**src/rtl/cpc_pkg.sv**
```systemverilog
// shared types, codes and defaults of the convex polygon clipper
package cpc_pkg;

   localparam int MAX_SUBJECT_DEF = 16;
   localparam int MAX_CLIP_DEF    = 16;
   localparam int MAX_OUTPUT_DEF  = 32;
   localparam int COORD_WIDTH_DEF = 32;
   localparam int RESULT_LIMIT    = 32;

   typedef enum logic [1:0] {
      CMD_LOAD_SUBJECT = 2'd0,
      CMD_LOAD_CLIP    = 2'd1,
      CMD_RUN          = 2'd2,
      CMD_CLEAR        = 2'd3
   } cmd_type;

   localparam logic [1:0] STATUS_VALID    = 2'd0;
   localparam logic [1:0] STATUS_EMPTY    = 2'd1;
   localparam logic [1:0] STATUS_OVERFLOW = 2'd2;

   typedef struct packed {
      cmd_type            command;
      logic signed [31:0] coord_x;
      logic signed [31:0] coord_y;
   } req_type;

   typedef struct packed {
      logic signed [31:0] out_x;
      logic signed [31:0] out_y;
      logic               last_vertex;
      logic [1:0]         status;
   } rsp_type;

   typedef enum logic {
      ALU_MUL  = 1'b0,
      ALU_LERP = 1'b1
   } alu_op_type;

   typedef struct packed {
      logic       start;
      alu_op_type op;
   } alu_ctl_type;

   typedef struct packed {
      logic busy;
      logic done;
   } alu_stat_type;

endpackage

```
**src/rtl/cpc_alu.sv**
```systemverilog
// shared bit-serial multiplier and interpolating divider
module cpc_alu #(
   parameter int COORD_WIDTH = cpc_pkg::COORD_WIDTH_DEF,
   localparam int CW = COORD_WIDTH,
   localparam int DW = CW + 1,
   localparam int PW = 2 * DW,
   localparam int NW = PW + 2
) (
   input  logic                   clock,
   input  logic                   reset,
   input  cpc_pkg::alu_ctl_type   ctl,
   input  logic signed [DW-1:0]   a,
   input  logic signed [DW-1:0]   b,
   input  logic signed [CW-1:0]   base,
   input  logic [NW-1:0]          num,
   input  logic [NW-1:0]          den,
   output cpc_pkg::alu_stat_type  stat,
   output logic signed [PW-1:0]   prod,
   output logic signed [CW-1:0]   coord
);

   localparam int CNTW = $clog2(DW + 1);

   logic                  busy_ff, busy_in;
   logic                  done_ff, done_in;
   cpc_pkg::alu_op_type   op_ff, op_in;
   logic [CNTW-1:0]       cnt_ff, cnt_in;
   logic                  neg_ff, neg_in;
   logic [PW-1:0]         mcand_ff, mcand_in;
   logic [DW-1:0]         mplier_ff, mplier_in;
   logic [PW-1:0]         acc_ff, acc_in;
   logic [NW-1:0]         rem_ff, rem_in;
   logic [NW-1:0]         num_ff, num_in;
   logic [NW-1:0]         den_ff, den_in;
   logic [DW:0]           q_ff, q_in;
   logic signed [CW-1:0]  base_ff, base_in;

   logic [DW-1:0] mag_a, mag_b;
   logic [NW+1:0] r2;
   logic [NW+2:0] t1, t2;

   assign mag_a = a[DW-1] ? DW'(-a) : DW'(a);
   assign mag_b = b[DW-1] ? DW'(-b) : DW'(b);

   always_comb begin
      r2 = (NW+2)'({rem_ff, 1'b0}) + (mplier_ff[DW-1] ? (NW+2)'(num_ff) : '0);
      t1 = (NW+3)'(r2) - (NW+3)'(den_ff);
      t2 = (NW+3)'(r2) - (NW+3)'({den_ff, 1'b0});
   end

   always_comb begin
      busy_in   = busy_ff;
      done_in   = 1'b0;
      op_in     = op_ff;
      cnt_in    = cnt_ff;
      neg_in    = neg_ff;
      mcand_in  = mcand_ff;
      mplier_in = mplier_ff;
      acc_in    = acc_ff;
      rem_in    = rem_ff;
      num_in    = num_ff;
      den_in    = den_ff;
      q_in      = q_ff;
      base_in   = base_ff;
      if (ctl.start) begin
         busy_in   = 1'b1;
         op_in     = ctl.op;
         cnt_in    = CNTW'(DW);
         neg_in    = (ctl.op == cpc_pkg::ALU_MUL) ? (a[DW-1] ^ b[DW-1]) : a[DW-1];
         mcand_in  = PW'(mag_b);
         mplier_in = mag_a;
         acc_in    = '0;
         rem_in    = '0;
         q_in      = '0;
         num_in    = num;
         den_in    = den;
         base_in   = base;
      end else if (busy_ff) begin
         unique case (op_ff)
            cpc_pkg::ALU_MUL: begin
               if (mplier_ff[0]) begin
                  acc_in = acc_ff + mcand_ff;
               end
               mcand_in  = {mcand_ff[PW-2:0], 1'b0};
               mplier_in = {1'b0, mplier_ff[DW-1:1]};
            end
            cpc_pkg::ALU_LERP: begin
               // remainder stays below den, so at most two subtractions
               priority if (!t2[NW+2]) begin
                  rem_in = t2[NW-1:0];
                  q_in   = {q_ff[DW-1:0], 1'b0} + (DW+1)'(2);
               end else if (!t1[NW+2]) begin
                  rem_in = t1[NW-1:0];
                  q_in   = {q_ff[DW-1:0], 1'b0} + (DW+1)'(1);
               end else begin
                  rem_in = r2[NW-1:0];
                  q_in   = {q_ff[DW-1:0], 1'b0};
               end
               mplier_in = {mplier_ff[DW-2:0], 1'b0};
            end
            default: ;
         endcase
         cnt_in = cnt_ff - CNTW'(1);
         if (cnt_ff == CNTW'(1)) begin
            busy_in = 1'b0;
            done_in = 1'b1;
         end
      end
   end

   always_ff @(posedge clock) begin
      if (reset) begin
         busy_ff <= 1'b0;
         done_ff <= 1'b0;
      end else begin
         busy_ff <= busy_in;
         done_ff <= done_in;
      end
      op_ff     <= op_in;
      cnt_ff    <= cnt_in;
      neg_ff    <= neg_in;
      mcand_ff  <= mcand_in;
      mplier_ff <= mplier_in;
      acc_ff    <= acc_in;
      rem_ff    <= rem_in;
      num_ff    <= num_in;
      den_ff    <= den_in;
      q_ff      <= q_in;
      base_ff   <= base_in;
   end

   assign stat.busy = busy_ff;
   assign stat.done = done_ff;
   assign prod  = neg_ff ? PW'(-acc_ff) : PW'(acc_ff);
   assign coord = neg_ff ? CW'((CW+2)'(base_ff) - (CW+2)'(q_ff))
                         : CW'((CW+2)'(base_ff) + (CW+2)'(q_ff));

endmodule
```
**config.mk**
```make
export PLATFORM = sky130hd
export DESIGN_NAME = cpc_alu
export DESIGN_NICKNAME = d
export VERILOG_FILES = /design/src/rtl/cpc_pkg.sv /design/src/rtl/cpc_alu.sv
export SDC_FILE = /design/constraint.sdc
export NUM_CORES = 2
export LEC_CHECK = 0
export ABC_AREA = 1
export BUFFER_PORTS_ARGS = -buffer_cell sky130_fd_sc_hd__buf_2
export CORE_AREA = 2 2 315 317
export CTS_BUF_LIST = sky130_fd_sc_hd__clkbuf_4 sky130_fd_sc_hd__clkbuf_8
export DETAILED_ROUTE_END_ITERATION = 8
export DIE_AREA = 0 0 317 319
export HOLD_SLACK_MARGIN = 0.03
export PLACE_DENSITY = 0.7
export SLEW_MARGIN = 10
export SYNTH_ARGS = -nofsm -noshare
export SYNTH_HDL_FRONTEND = slang
export SYNTH_SLANG_ARGS = --single-unit
export TNS_END_PERCENT = 100
```
**constraint.sdc**
```tcl
create_clock -name clock -period 12.7 [get_ports clock]
set_clock_uncertainty 0.2 [all_clocks]
set_input_delay 0 -clock clock [delete_from_list [all_inputs] [get_ports clock]]
set_output_delay 0 -clock clock [all_outputs]
set_load 0.005 [all_outputs]
```
### Yosys cells after proc, flatten, opt, wreduce, memory -nomap -nowiden

Index checks and enable logic that the tools add are counted.

* bits of input ports: 238
* output and inout port bits: 100
* word-level logic and storage cells: 57
* register bits: 443

* add/subtract/negate cells: 12
* muxes and demuxes: 20
* reductions and logical operators: 6
* bitwise logic cells: 3
* equal/unequal tests: 2

Operators with widths (number)
* $mux W33: 7
* $mux W68: 3
* $mux W32: 3
* $sub A70 B68 Y71: 1
* $sub A70 B69 Y71: 1
* $add A69 B68 Y70: 1
* $add A66 B66 Y66: 1
* $mux W66: 1
* $neg A33 Y33: 2
* $neg A66 Y66: 1
* $pmux W33 S2: 1
* $add A32 B1 Y32 const B: 1
* $add A32 B2 Y32 const B: 1
* $add A32 B32 Y32: 1
* $sub A32 B32 Y32: 1
* $eq A6 B1 Y1 const B: 1
* $reduce_and A2 Y1: 3
* $sub A6 B1 Y6 const B: 1
* $mux W1: 5
* $reduce_and A3 Y1: 1
* $reduce_or A3 Y1: 1
* $ne A2 B2 Y1 const B: 1
* $not A1 Y1: 2
* $reduce_bool A2 Y1: 1
* $xor A1 B1 Y1: 1

### Logic depth before layout (Yosys ltp)

* word-level depth: 5
* gate-level depth with buffers: 41
* gate-level depth less buffers: 38

### Worst setup path after synthesis

Ideal clock, no wire load.

* path type: reg2reg
* from: reg mplier_ff[32]
* to: reg rem_ff[33]
* slack: 7.994 ns
* cell stages (with the launch flop): 36
* data required time: 12.381 ns
* clock period less this slack: 4.706 ns
* arrival time: 4.386 ns
* path buffers: 4
* path through: edfxtp_1 -> clkbuf_1 -> clkbuf_1 -> nand2_1 -> inv_1 -> ha_1 -> fa_1 -> nand3_1 -> nand2_1 -> nand2_1 -> nand2_1 -> nand3_1 -> nand2_1 -> nand2_1 -> nand2_1 -> nand3_1 -> nand2_1 -> or2_2 -> nand2_1 -> inv_1 -> ha_1 -> a21oi_1 -> o21ai_0 -> nand2_1 -> nand2_1 -> nand2_1 -> nand2_1 -> a21oi_1 -> nand3_1 -> nand2_1 -> nand3_2 -> buf_6 -> buf_6 -> or2_1 -> nand3_1 -> a21oi_1

* word-level cells in the longest chain between the ends: 5
* elaborated cells on any way between the ends: 6

RTL lines
* start, declared: line cpc_alu.sv:30 `logic [DW-1:0] mplier_ff, mplier_in;`
* start signal, assigned: line cpc_alu.sv:123 `mplier_ff <= mplier_in;`
* $mux W68 (*): line cpc_alu.sv:46 `r2 = (NW+2)'({rem_ff, 1'b0}) + (mplier_ff[DW-1] ? (NW+2)'(num_ff) : '0);`
* $add A69 B68 Y70 (*): line cpc_alu.sv:46
* $sub A70 B68 Y71: line cpc_alu.sv:47 `t1 = (NW+3)'(r2) - (NW+3)'(den_ff);`
* $mux W68: line cpc_alu.sv:92 `end else if (!t1[NW+2]) begin`
* $mux W68 (*): line cpc_alu.sv:89 `priority if (!t2[NW+2]) begin`
* end signal, assigned: line cpc_alu.sv:125 `rem_ff <= rem_in;`
* end, declared: line cpc_alu.sv:32 `logic [NW-1:0] rem_ff, rem_in;`

Mark *: on every way between the ends. The rest lies on a longest branch, timed or not.
A chain may end at the register's enable or synchronous reset.

### Final worst setup path

* from: reg mplier_ff[32]
* to: reg rem_ff[57]

The elaborated chain is that of the path after synthesis.

==> flow_summary.ini <==
[outcome]
status = finished clean

[cts]
cts.sinks = 443
clk_pin_slew_worst_paths_ps = 70
cts_root_buf = clkbuf_8
cts_max_level = 3
cts_buffer_depth = 3
cts_buffers = 86
tritoncts = built
clk_latency_ps = 810

[setup_path]
rrSetupSlack_ps = 4690
r2r_end = rem_ff[57]
path_depth = 31
rr_worst_depth = 31
path_class = reg -> reg
critPathSlowestCell = buf_4
crit_family = simple AND/OR/NAND/NOR gates
r2r_start = mplier_ff[32]
crit_top_cell = nand2_1
cp.arrival_ps = 8510
endpoint_kind = register
critical_path.startpoint_type = register
path_buf_inv = 8
worstPathMaxFanout = 68
cp.required_ps = 13190
crit_end = rem_ff[57]
slowest_delay_ps = 670
startpoint = mplier_ff[32]

[drt]
drc = 0
vias = 51578
detail_route.wl_per_cell_um = 23.3
first_pass_iters = 8
avgViaCountPerCell = 5.73
wl_um = 210000
drt-initial-drc-count = 5879
ant_nets = 0

[logic_synthesis]
synth_common_cells = nand2_1, inv_1, nor2_1
synthDominantCellAreaShare = 0.163
synth-seq-cells = 443
async_flop_share = 0
synth_edf_count = 236
synth_area_leader_cell = edfxtp_1
syn_nets = 7343
synthTopCellsByArea = edfxtp_1, nand2_1, dfxtp_1
synth.distinct_cells = 58
avgSynthCellArea_um2 = 6.41
ys_warn_count = 0
yosysMostFrequentCell = nand2_1
netlist_instances = 6794
netlist_area_mm2 = 0.0436
synth_ff_type = edfxtp_1
ys_seq_area_frac = 0.258

[power]
p_leak_nw = 25.6
power.density_mw_per_mm2 = 121
ir_drop_v = 0.0000935
total_power_mw = 6.52

[grt]
grt-ovfl-total = 0
grt_max_degree = 122
grt_pass1_vias = 48973
grt_pass1_wl_um = 305000
grt_antenna_before_repair = 8
grtUsageTotal = 0.401

[timing]
fin_ws_ps = 4690
worstMarginPinSlew_ps = 1240
slew_headroom = 0.166
setup_viol = 0
post-route-period-util = 0.631
finalSetupTns_ps = 0
hold_viol = 0
fin_crit_ps = 8010
rsz0062_at_grt = false
drv_slew = 0
clock.fmax_mhz = 125

[cells_and_area]
final_nets = 8190
multiInputGateArea_mm2 = 0.0276
num-fill-cells = 9532
syn_to_final_growth_pct = 23.5
seqCellArea_mm2 = 0.0112
layout-drive-gt1-share = 0.0801

[floorplanning]
die-height_um = 319
pin_count = 338
core_mm2 = 0.0977
die_x_um = 317
die_area_mm2 = 0.101
rows = 115
start_util = 0.446

[placement]
preCtsSetupSlack_ps = 5010
port_buffers = 337
hpwl_um = 164000
place_congestion = 1.07

[job]
maxCapViolCount = 0

[worst_hold_path]
hold_path_class = in -> reg
-- placed cells by master, fill, tap and decap left out, types with 236 or more instances in the layout --
cell type | synthesis | routed
inv_1 | 1052 | 1051
dlygate4sd3_1 | 0 | 544
a21oi_1 | 710 | 710
o21ai_0 | 538 | 538
nand2_1 | 1408 | 1406
buf_2 | 17 | 336
edfxtp_1 | 236 | 236
ha_1 | 306 | 306
nor2_1 | 829 | 825
xor2_1 | 250 | 250
nand3_1 | 318 | 318
-- layer usage --
metal,GRT usage,part of all wire,up-vias
met4,0.199,0.057,0
met2,0.631,0.44,2803
met5,0,0,-
li1,-,-,24247
met1,0.534,0.42,23993
met3,0.0593,0.084,535
-- power breakdown --
group / internal (mW) / total, mW / switching (mW)
Combinational: 1.02 / 3.12 / 2.10
Clock: 0.916 / 1.66 / 0.739
Sequential: 1.64 / 1.75 / 0.107
Total: 3.57 / 6.52 / 2.95
-- worst min-delay path by stage --
stage,start,to,slack [ps],cells past startpoint
after floorplan,reset,busy_ff,-130,1
after global placement,den[43],den_ff[43],-20,1
after detailed placement,den[0],den_ff[0],-20,1
after CTS,b[26],mcand_ff[26],30,5
after global routing,b[26],mcand_ff[26],130,5
final,b[26],mcand_ff[26],120,5
-- cell type report --
cell class,count,share of cell area
clock inverters,23,0.00477
repair buffers,906,0.136
inverters,1076,0.0752
well taps,1287,0.0299
diodes,7,0.000326
multi-input cells,5128,0.514
flip-flops and latches,443,0.209
clock buffers,136,0.0308
-- tightest hold or removal path, stage by stage --
cell and delay, ps:
dlygate4sd3_1 560, buf_2 160, inv_1 80, xor2_1 70, o21ai_0 130
-- kinds of logic after synthesis --
kind of cell | synth area share
compound gates | 0.205
xor+xnor | 0.0653
fa+ha+maj | 0.0902
buf+inv | 0.108
flops | 0.258
simple gates | 0.273
-- what timing repair did --
item,4_1_cts,5_1_grt
endpoints found under the hold margin,386,0
hold buffers,544,0
resized for setup,0,0
setup buffers,0,0
-- stage by stage --
step | hold slack [ps] | cells | instance area [um2] | util
6_report | 125 | 9006 | 53800 | 0.551
3_5_place_dp | -21.9 | 8296 | 46400 | 0.475
3_3_place_gp | -24.0 | 8296 | 46400 | 0.475
4_1_cts | 32.2 | 8999 | 53800 | 0.551
5_1_grt | 129 | 9006 | 53800 | 0.551
2_1_floorplan | -131 | 6794 | 43600 | -
-- state kept, by name, summed over array words and instances, names as in the netlist --
register   count
num_ff        68
q_ff          32
done_ff        1
cnt_ff         6
base_ff       32
den_ff        68
op_ff          1
mplier_ff     33
rem_ff        68
busy_ff        1
acc_ff        66
neg_ff         1
mcand_ff      66
No activity file was read; power rests on OpenSTA's default activity.
