===== config.mk =====
export PLATFORM = sky130hd
export DESIGN_NAME = cpc_ram
export DESIGN_NICKNAME = d
export VERILOG_FILES = /design/src/rtl/cpc_ram.sv
export SDC_FILE = /design/constraint.sdc
export NUM_CORES = 1
export LEC_CHECK = 0
export BUFFER_PORTS_ARGS = -buffer_cell sky130_fd_sc_hd__buf_2
export CAP_MARGIN = 20
export CORE_UTILIZATION = 30
export DETAILED_ROUTE_END_ITERATION = 8
export HOLD_SLACK_MARGIN = 0.12
export SLEW_MARGIN = 0
export SYNTH_ARGS = -nofsm -noshare
export SYNTH_HDL_FRONTEND = slang
export SYNTH_SLANG_ARGS = --single-unit

===== constraint.sdc =====
create_clock -name clock -period 8.1 [get_ports clock]
set_clock_uncertainty 0.1 [all_clocks]
set_input_delay 1.62 -clock clock [delete_from_list [all_inputs] [get_ports clock]]
set_output_delay 1.62 -clock clock [all_outputs]
set_load 0.02 [all_outputs]

===== src/rtl/cpc_ram.sv =====
// generic single write, single registered read memory
module cpc_ram #(
   parameter int WIDTH = 64,
   parameter int DEPTH = 16,
   localparam int AW = $clog2(DEPTH)
) (
   input  logic             clock,
   input  logic             wr_en,
   input  logic [AW-1:0]    wr_addr,
   input  logic [WIDTH-1:0] wr_data,
   input  logic [AW-1:0]    rd_addr,
   output logic [WIDTH-1:0] rd_data
);

   logic [WIDTH-1:0] mem_ff [DEPTH];
   logic [WIDTH-1:0] rd_data_ff;

   always_ff @(posedge clock) begin
      if (wr_en) begin
         mem_ff[wr_addr] <= wr_data;
      end
      rd_data_ff <= mem_ff[rd_addr];
   end

   assign rd_data = rd_data_ff;

endmodule


# == After elaboration in Yosys (flattened, before gate mapping) ==
# Memory sizes are Yosys's and may differ from the RTL's. A register that Yosys moved wholly into a read port is not among the register bits.
# Cells that the tools add are included.
# op_classes
muxes,2
# op_table
operator,n
1-bit two-way mux,2
# totals
regBits,0
mem_count,1
out_inout_bits,64
inputBits,74
ramBits,1024
# mem_list
name,depth,word_bits,read_ports,rd_clocked_by_memory_dff,write_ports,line,source
mem_ff,16,64,1,1,1,15,logic [WIDTH-1:0] mem_ff [DEPTH];

# == Logic depth before layout (Yosys ltp) ==
# Gate-level depths: netlist of the first run.
# depth
word_depth,2
ltp_mapped,6
ltp_nobuf,3

# == Least setup slack after synthesis of the first run ==
# OpenSTA, ideal clock, no wires.
# synth_timing
kind,input to register
start,in wr_addr[2]
end,mem mem_ff[0][0] (enable)
slack_ns,0.951
path_buffers,0
t_arrival_ns,6.483
path_stages,2
path_cell_list,or3b_2 -> nor3_1
# synth_rtl
item,line,source
from (decl),9,"input logic [AW-1:0] wr_addr,"
to (decl),15,
# No word-level cell before the write port.

==> results of run 1 <==
-- sequential cells by signal, summed over array words and instances, names as in the netlist --
register,flops
mem_ff,1024
rd_data,64
-- metrics by stage --
step           setup WS, ns  cells
2_1_floorplan         0.951   1647
6_report               4.27   3685
3_5_place_dp           3.55   3480
4_1_cts                4.26   3681
3_3_place_gp           3.58   3469
5_1_grt                4.18   3682
-- synthesized netlist by cell type --
| master | n |
|---|---|
| a22oi_1 | 128 |
| and2_1 | 1 |
| buf_1 | 16 |
| buf_2 | 13 |
| buf_4 | 6 |
| buf_6 | 13 |
| clkbuf_1 | 36 |
| dfxtp_1 | 64 |
| edfxtp_1 | 1024 |
| mux4_2 | 256 |
| nand2_1 | 65 |
| nand2b_1 | 2 |
| nand3_1 | 1 |
| nand3b_1 | 2 |
| nor2_1 | 13 |
| nor2b_1 | 2 |
| nor3_1 | 4 |
| or3b_2 | 1 |
-- logic make-up after synthesis --
kind of cell    after synthesis  synth area share
compound gates              128            0.0243
buf+inv                      84            0.0114
flops                      1088             0.809
mux                         256             0.146
simple gates                 91           0.00942
-- per-layer routing --
metal,part of all wire,up-vias,track usage
li1,-,7458,-
met1,0.43,9752,0.188
met2,0.49,549,0.227
met3,0.065,148,0.0301
met4,0.018,26,0.0354
met5,0.0019,-,0
-- worst reg2reg max path: stages, from the launching register on --
cell      delay (ns)
edfxtp_1        0.35
mux4_2          0.47
a22oi_1         0.38
nand2_1         0.15
-- worst max path at each step --
stage	to	slack (ns)	cells after the start
2_1_floorplan	mem_ff[0][0]	0.95	2
3_5_place_dp	rd_data[12]	3.55	5
6_report	rd_data[12]	4.27	5
4_1_cts	rd_data[12]	4.26	5
5_1_grt	rd_data[12]	4.18	5
3_3_place_gp	rd_data[33]	3.58	5
-- area by class of cell --
| cell class | instances | area (µm²) |
|---|---|---|
| Fill cell | 11900 | 84000 |
| Sequential cell | 1088 | 32000 |
| Multi-Input combinational cell | 475 | 7230 |
| Clock buffer | 140 | 2870 |
| Tap cell | 1742 | 2180 |
| Timing Repair Buffer | 176 | 1250 |
| Clock inverter | 61 | 621 |
| Antenna cell | 3 | 7.51 |
-- report_power, final --
group,internal (mW),switching (mW),total [mW]
combinational,0.223,0.365,0.588
clock,2.80,2.08,4.88
sequential,6.29,0.0545,6.35
==> flow_summary.yaml, run 1 <==
outcome:
  status: "complete, no violations"
worst_setup_path:
  cp.buffers_inverters: 2
  worstRegToRegCells: 3
  startpoint_type: "input port"
  crit_start: "rd_addr[1]"
  reg2reg_to: "rd_data[33]"
  r2r_slack_ns: 6.52
  cp_max_fo: 107
  crit_type: "input port to flop"
  max_stage_delay_ns: 0.84
  slowest_stage: "buf_4"
  required_ns: 8.53
  crit_path_cell_trace: "buf_8 > buf_4 > mux4_2 > a22oi_1 > nand2_1"
  worstSetupEndpointType: "flop"
  worstPathArrival_ns: 4.26
  cpLargestDelayFamily: "buffers and inverters"
  rr_startpoint: "mem_ff[3][33]"
pwr:
  peakVddDrop_v: 0.000164
  leakagePower_nw: 14.6
  powerDensity_nw_per_um2: 256
  power_mw: 11.8
synthesis:
  syn_area_per_cell_um2: 24.0
  synth_top_area_share: 0.777
  synth_cells: 1647
  ys_seq_elements: 1088
  synth_area_um2: 39600
  synth_top_cell_by_area: "edfxtp_1"
  ys_seq_area_frac: 0.809
  synth_area_leaders: "edfxtp_1, mux4_2, dfxtp_1"
  synth_warnings: 0
  ys_types: 18
  syn-num-nets: 1721
timing:
  setup_viol: 0
  finalCritPeriodShare: 0.472
  finalHoldWorstSlack_ns: 0.562
  max_slew_margin: 0.208
  tns_ns: 0
  worst_slew_pin_slew_ns: 1.19
  min_period_ns: 3.83
  hold_viol_final: 0
  slew_violations: 0
  clock.fmax_mhz: 261
  rsz0062_at_grt: "false"
floorplan:
  io_pins: 138
  dieHeight_um: 365
  core_um2: 130000
  die-area_um2: 133000
  rows: 132
  dieWidth_um: 365
  initial_core_util: 0.304
place:
  io_buffer_count: 137
  placed_area_um2: 42700
  dp_hpwl_um: 49500
  gp_congestion: 0.696
run:
  maxCapViolCount: 0
detailed_routing:
  num_vias: 17900
  via_per_inst: 4.87
  remaining_drc_errors: 0
  drt_iter0_drc: 1559
  first_pass_iters: 5
  wl_um: 92600
  wl_per_cell_um: 25.1
  antenna_left: 0
cts:
  worstSkewPairLatency_ns: 0.68
  cts_resized: 0
  cts.sinks: 1088
  clock_path_buffers: 3
  hold_buffers: 0
  cts_made_buffers: 106
  root_buffer: "clkbuf_16"
  post-cts-setup-buffers: 0
  htreeDepth: 3
  cts_tree: "built"
  clkTransAtPathRegs_ns: 0.06
final_layout:
  final_common_cell: "edfxtp_1"
  fin_nets: 1921
  final_cell_area_um2: 46200
  area_delta_synth_final_pct: 16.7
  final_cell_mix: "edfxtp_1, mux4_2, buf_2"
  drive_above_1_share: 0.320
  fin_util: 0.355
global_routing:
  grt_pass1_wl_um: 134000
  grt_pass1_vias: 19100
  antenna_found_initial: 28
  grt_max_degree: 108
  grt_overflow: 0
  grt_use_total: 0.139
worst_hold_path:
  hold_path_class: "flop to flop"
  whs_path_depth: 3
  min_delay_worst_endpoint: "rd_data[29]"
  hp-start: "mem_ff[13][29]"
(Power assumes the default switching activity.)
==> run 2: changes to the inputs <==
clock period = 3.83 ns   (was 8.1 ns; I/O delays follow)
==> flow_summary.yaml, run 2 (synthesized netlist as in run 1, its figures left out) <==
outcome:
  status: "complete, no violations"
final_layout:
  area_delta_synth_final_pct: 17.6
  fin_nets: 1929
  largest_reg_flops: 1024
  fin_util: 0.358
  stdcell_count: 3694
  drive_above_1_share: 0.323
  largest_register: "mem_ff"
  final_common_cell: "edfxtp_1"
  final_cell_mix: "edfxtp_1, mux4_2, buf_2"
worst_setup_path:
  cpLargestDelayFamily: "flip-flops"
  crit_path_cell_trace: "buf_2"
  startpoint_type: "flop"
  worstPathArrival_ns: 1.40
  crit_type: "flop to output port"
  worstSetupEndpointType: "output port"
  cp_max_fo: 1
  required_ns: 2.96
  slowest_stage: "dfxtp_1"
  cp.buffers_inverters: 1
  max_stage_delay_ns: 0.51
pwr:
  powerDensity_nw_per_um2: 548
  leakagePower_nw: 14.7
  peakVddDrop_v: 0.000342
timing:
  hold_viol_final: 0
  tns_ns: 0
  finalCritPeriodShare: 0.592
  worst_slew_pin_slew_ns: 0.771
  fin_ws_ns: 1.56
  setup_viol: 0
  slew_violations: 0
  max_slew_margin: 0.486
  min_period_ns: 2.27
  clock.fmax_mhz: 441
  rsz0062_at_grt: "false"
cts:
  clkTransAtPathRegs_ns: 0.06
  cts.sinks: 1088
  cts_tree: "built"
  cts_resized: 0
  cts_made_buffers: 108
  hold_buffers: 0
  clock_path_buffers: 3
  htreeDepth: 3
  post-cts-setup-buffers: 0
  root_buffer: "clkbuf_16"
  worstSkewPairLatency_ns: 0.68
detailed_routing:
  wl_um: 92000
  remaining_drc_errors: 0
  first_pass_iters: 5
  antenna_left: 0
  num_vias: 17800
  wl_per_cell_um: 24.9
  via_per_inst: 4.82
  drt_iter0_drc: 1600
global_routing:
  grt_pass1_wl_um: 134000
  grt_max_degree: 72
  grt_overflow: 0
  antenna_found_initial: 32
  grt_pass1_vias: 19300
  grt_use_total: 0.139
floorplan:
  rows: 132
  io_pins: 138
  dieWidth_um: 365
  dieHeight_um: 365
  die-area_um2: 133000
  initial_core_util: 0.304
  core_um2: 130000
place:
  dp_hpwl_um: 44200
  dp_cells: 3487
  dp_slack_ns: 0.991
  gp_congestion: 0.698
  io_buffer_count: 137
run:
  maxCapViolCount: 0
worst_hold_path:
  hold_path_class: "input port to flop"
## run 2: cell type report
class | instances | area [µm²]
clock buffers | 129 | 2830
diodes | 3 | 7.51
well taps | 1742 | 2180
clock inverters | 75 | 832
multi-input cells | 475 | 7260
flip-flops and latches | 1088 | 32000
fillers | 11900 | 83600
repair buffers | 182 | 1390
## run 2: report_power, final
part | leakage [nW] | total [mW] | internal, mW | switching (mW)
combinational | 3.10 | 1.24 | 0.486 | 0.752
sequential | 9.79 | 13.4 | 13.3 | 0.115
clock | 1.80 | 10.8 | 6.38 | 4.45
total | 14.7 | 25.5 | 20.2 | 5.31
## run 2: routing by layer
metal	vias up	global-route usage	part of all wire
met5	-	0	0.0027
met1	9624	0.185	0.43
li1	7503	-	-
met3	150	0.0377	0.070
met2	505	0.227	0.48
met4	40	0.0294	0.015
## run 2: path summary, 6_finish.rpt
check            startpoint              to  slack, ns  depth (start not counted)
max             rd_data[19]     rd_data[19]       1.56                          1
min             wr_data[60]  mem_ff[14][60]       0.37                          1
max reg2reg  mem_ff[11][23]     rd_data[23]       2.32                          3
min reg2reg  mem_ff[14][56]     rd_data[56]       0.56                          3
## run 2: through the flow
stage          power (mW)  hold slack, ns  cell area (µm²)
4_1_cts              25.8           0.322            46500
3_3_place_gp         14.9           0.545            42900
2_1_floorplan        14.4           0.535            39600
5_1_grt              26.3           0.343            46500
6_report             25.5           0.367            46500
3_5_place_dp         14.9           0.553            42900
==> run 3: changes to the inputs <==
clock period = 1.93 ns   (was 3.83 ns; I/O delays follow)
==> flow_summary.yaml, run 3 (synthesized netlist as in run 1, its figures left out) <==
outcome:
  status: "complete, no violations"
timing:
  fin_ws_ns: 0.0914
  max_slew_margin: 0.689
  min_period_ns: 1.84
  hold_viol_final: 0
  finalCritPeriodShare: 0.953
  rsz0062_at_grt: "false"
  setup_viol: 0
  clock.fmax_mhz: 544
  tns_ns: 0
  worst_slew_pin_slew_ns: 0.465
  slew_violations: 0
place:
  dp_hpwl_um: 58500
  io_buffer_count: 137
  dp_cells: 3637
  gp_congestion: 0.729
  placed_area_um2: 45100
  dp_slack_ns: -0.254
final_layout:
  fin_nets: 2147
  n_fill_cell: 11700
  final_cell_area_um2: 49500
  final_cell_mix: "edfxtp_1, mux4_2, buf_2"
  drive_above_1_share: 0.364
  area_delta_synth_final_pct: 25.1
  largest_reg_flops: 1024
  final_common_cell: "edfxtp_1"
  largest_register: "mem_ff"
  stdcell_count: 3917
  regArea_um2: 32000
  fin_util: 0.380
  multi_input_comb_area_um2: 7290
floorplan:
  dieWidth_um: 365
  initial_core_util: 0.304
  die-area_um2: 133000
  dieHeight_um: 365
  rows: 132
  io_pins: 138
  core_um2: 130000
cts:
  cts_made_buffers: 112
  root_buffer: "clkbuf_16"
  cts.sinks: 1088
  htreeDepth: 3
  cts_tree: "built"
  clock_path_buffers: 3
  post-cts-setup-buffers: 0
  clkTransAtPathRegs_ns: 0.06
  worstSkewPairLatency_ns: 0.70
detailed_routing:
  wl_per_cell_um: 24.3
  drt_iter0_drc: 1942
  first_pass_iters: 5
  wl_um: 95000
  via_per_inst: 4.82
  antenna_left: 0
  num_vias: 18900
  remaining_drc_errors: 0
worst_setup_path:
  cpLargestDelayFamily: "flip-flops"
  worstPathArrival_ns: 1.35
  max_stage_delay_ns: 0.44
  crit_type: "flop to output port"
  crit_path_cell_trace: "buf_2"
  worstSetupEndpointType: "output port"
  cp.buffers_inverters: 1
  slowest_stage: "dfxtp_1"
  startpoint_type: "flop"
  cp_max_fo: 1
  required_ns: 1.44
global_routing:
  grt_pass1_vias: 19800
  grt_pass1_wl_um: 139000
  grt_overflow: 0
  grt_use_total: 0.143
  grt_max_degree: 38
  antenna_found_initial: 10
pwr:
  leakagePower_nw: 16.1
  peakVddDrop_v: 0.000808
  powerDensity_nw_per_um2: 1040
worst_hold_path:
  hold_path_class: "input port to flop"
run:
  maxCapViolCount: 0
## run 3: changes by cell type in the layout (fill, tap and decap cells not counted), sizes merged
cell	before	now
diode	3	4
clkinv	46	47
clkinvlp	5	3
bufinv	16	14
buf	182	332
dlygate4sd3	0	64
clkbuf	129	142
inv	8	6
## run 3: final timing paths
| path | start | endpoint | slack (ns) | cells past startpoint |
|---|---|---|---|---|
| setup / recovery | rd_data[32] | rd_data[32] | 0.09 | 1 |
| hold / removal | rd_addr[3] | rd_data[26] | 0.18 | 4 |
| setup reg to reg | mem_ff[4][21] | rd_data[21] | 0.39 | 3 |
| hold reg to reg | mem_ff[14][43] | rd_data[43] | 0.56 | 3 |
## run 3: layout make-up
class	count	area share
repair buffers	396	0.0848
multi-input cells	475	0.147
diodes	4	0.000202
clock inverters	70	0.0160
clock buffers	142	0.0607
flip-flops and latches	1088	0.647
well taps	1742	0.0440
## run 3: power breakdown
part,internal [mW],total [mW],switching [mW]
clock network,13.0,22.0,9.02
registers,26.4,26.6,0.224
logic,1.27,2.89,1.62
total,40.7,51.5,10.9
## run 3: per-stage QoR
stage / hold WS, ns / total power [mW]
3_5_place_dp: 0.556 / 30.0
2_1_floorplan: 0.385 / 28.5
5_1_grt: 0.200 / 53.1
4_1_cts: 0.153 / 52.1
3_3_place_gp: 0.552 / 29.9
6_report: 0.177 / 51.5
## run 3: layer usage
layer	part of all wire	up-vias	track usage	wire, µm
li1	-	7955	-	-
met4	0.021	14	0.0394	2010
met5	0.0011	-	0	103
met2	0.48	538	0.231	45900
met3	0.058	138	0.0249	5510
met1	0.44	10300	0.199	41500
## run 3: timing repair
action,4_1_cts,5_1_grt
endpoints found under the hold margin,1024,0
setup endpoints to repair,1,1
hold buffers,64,0
gates resized for setup,1,1
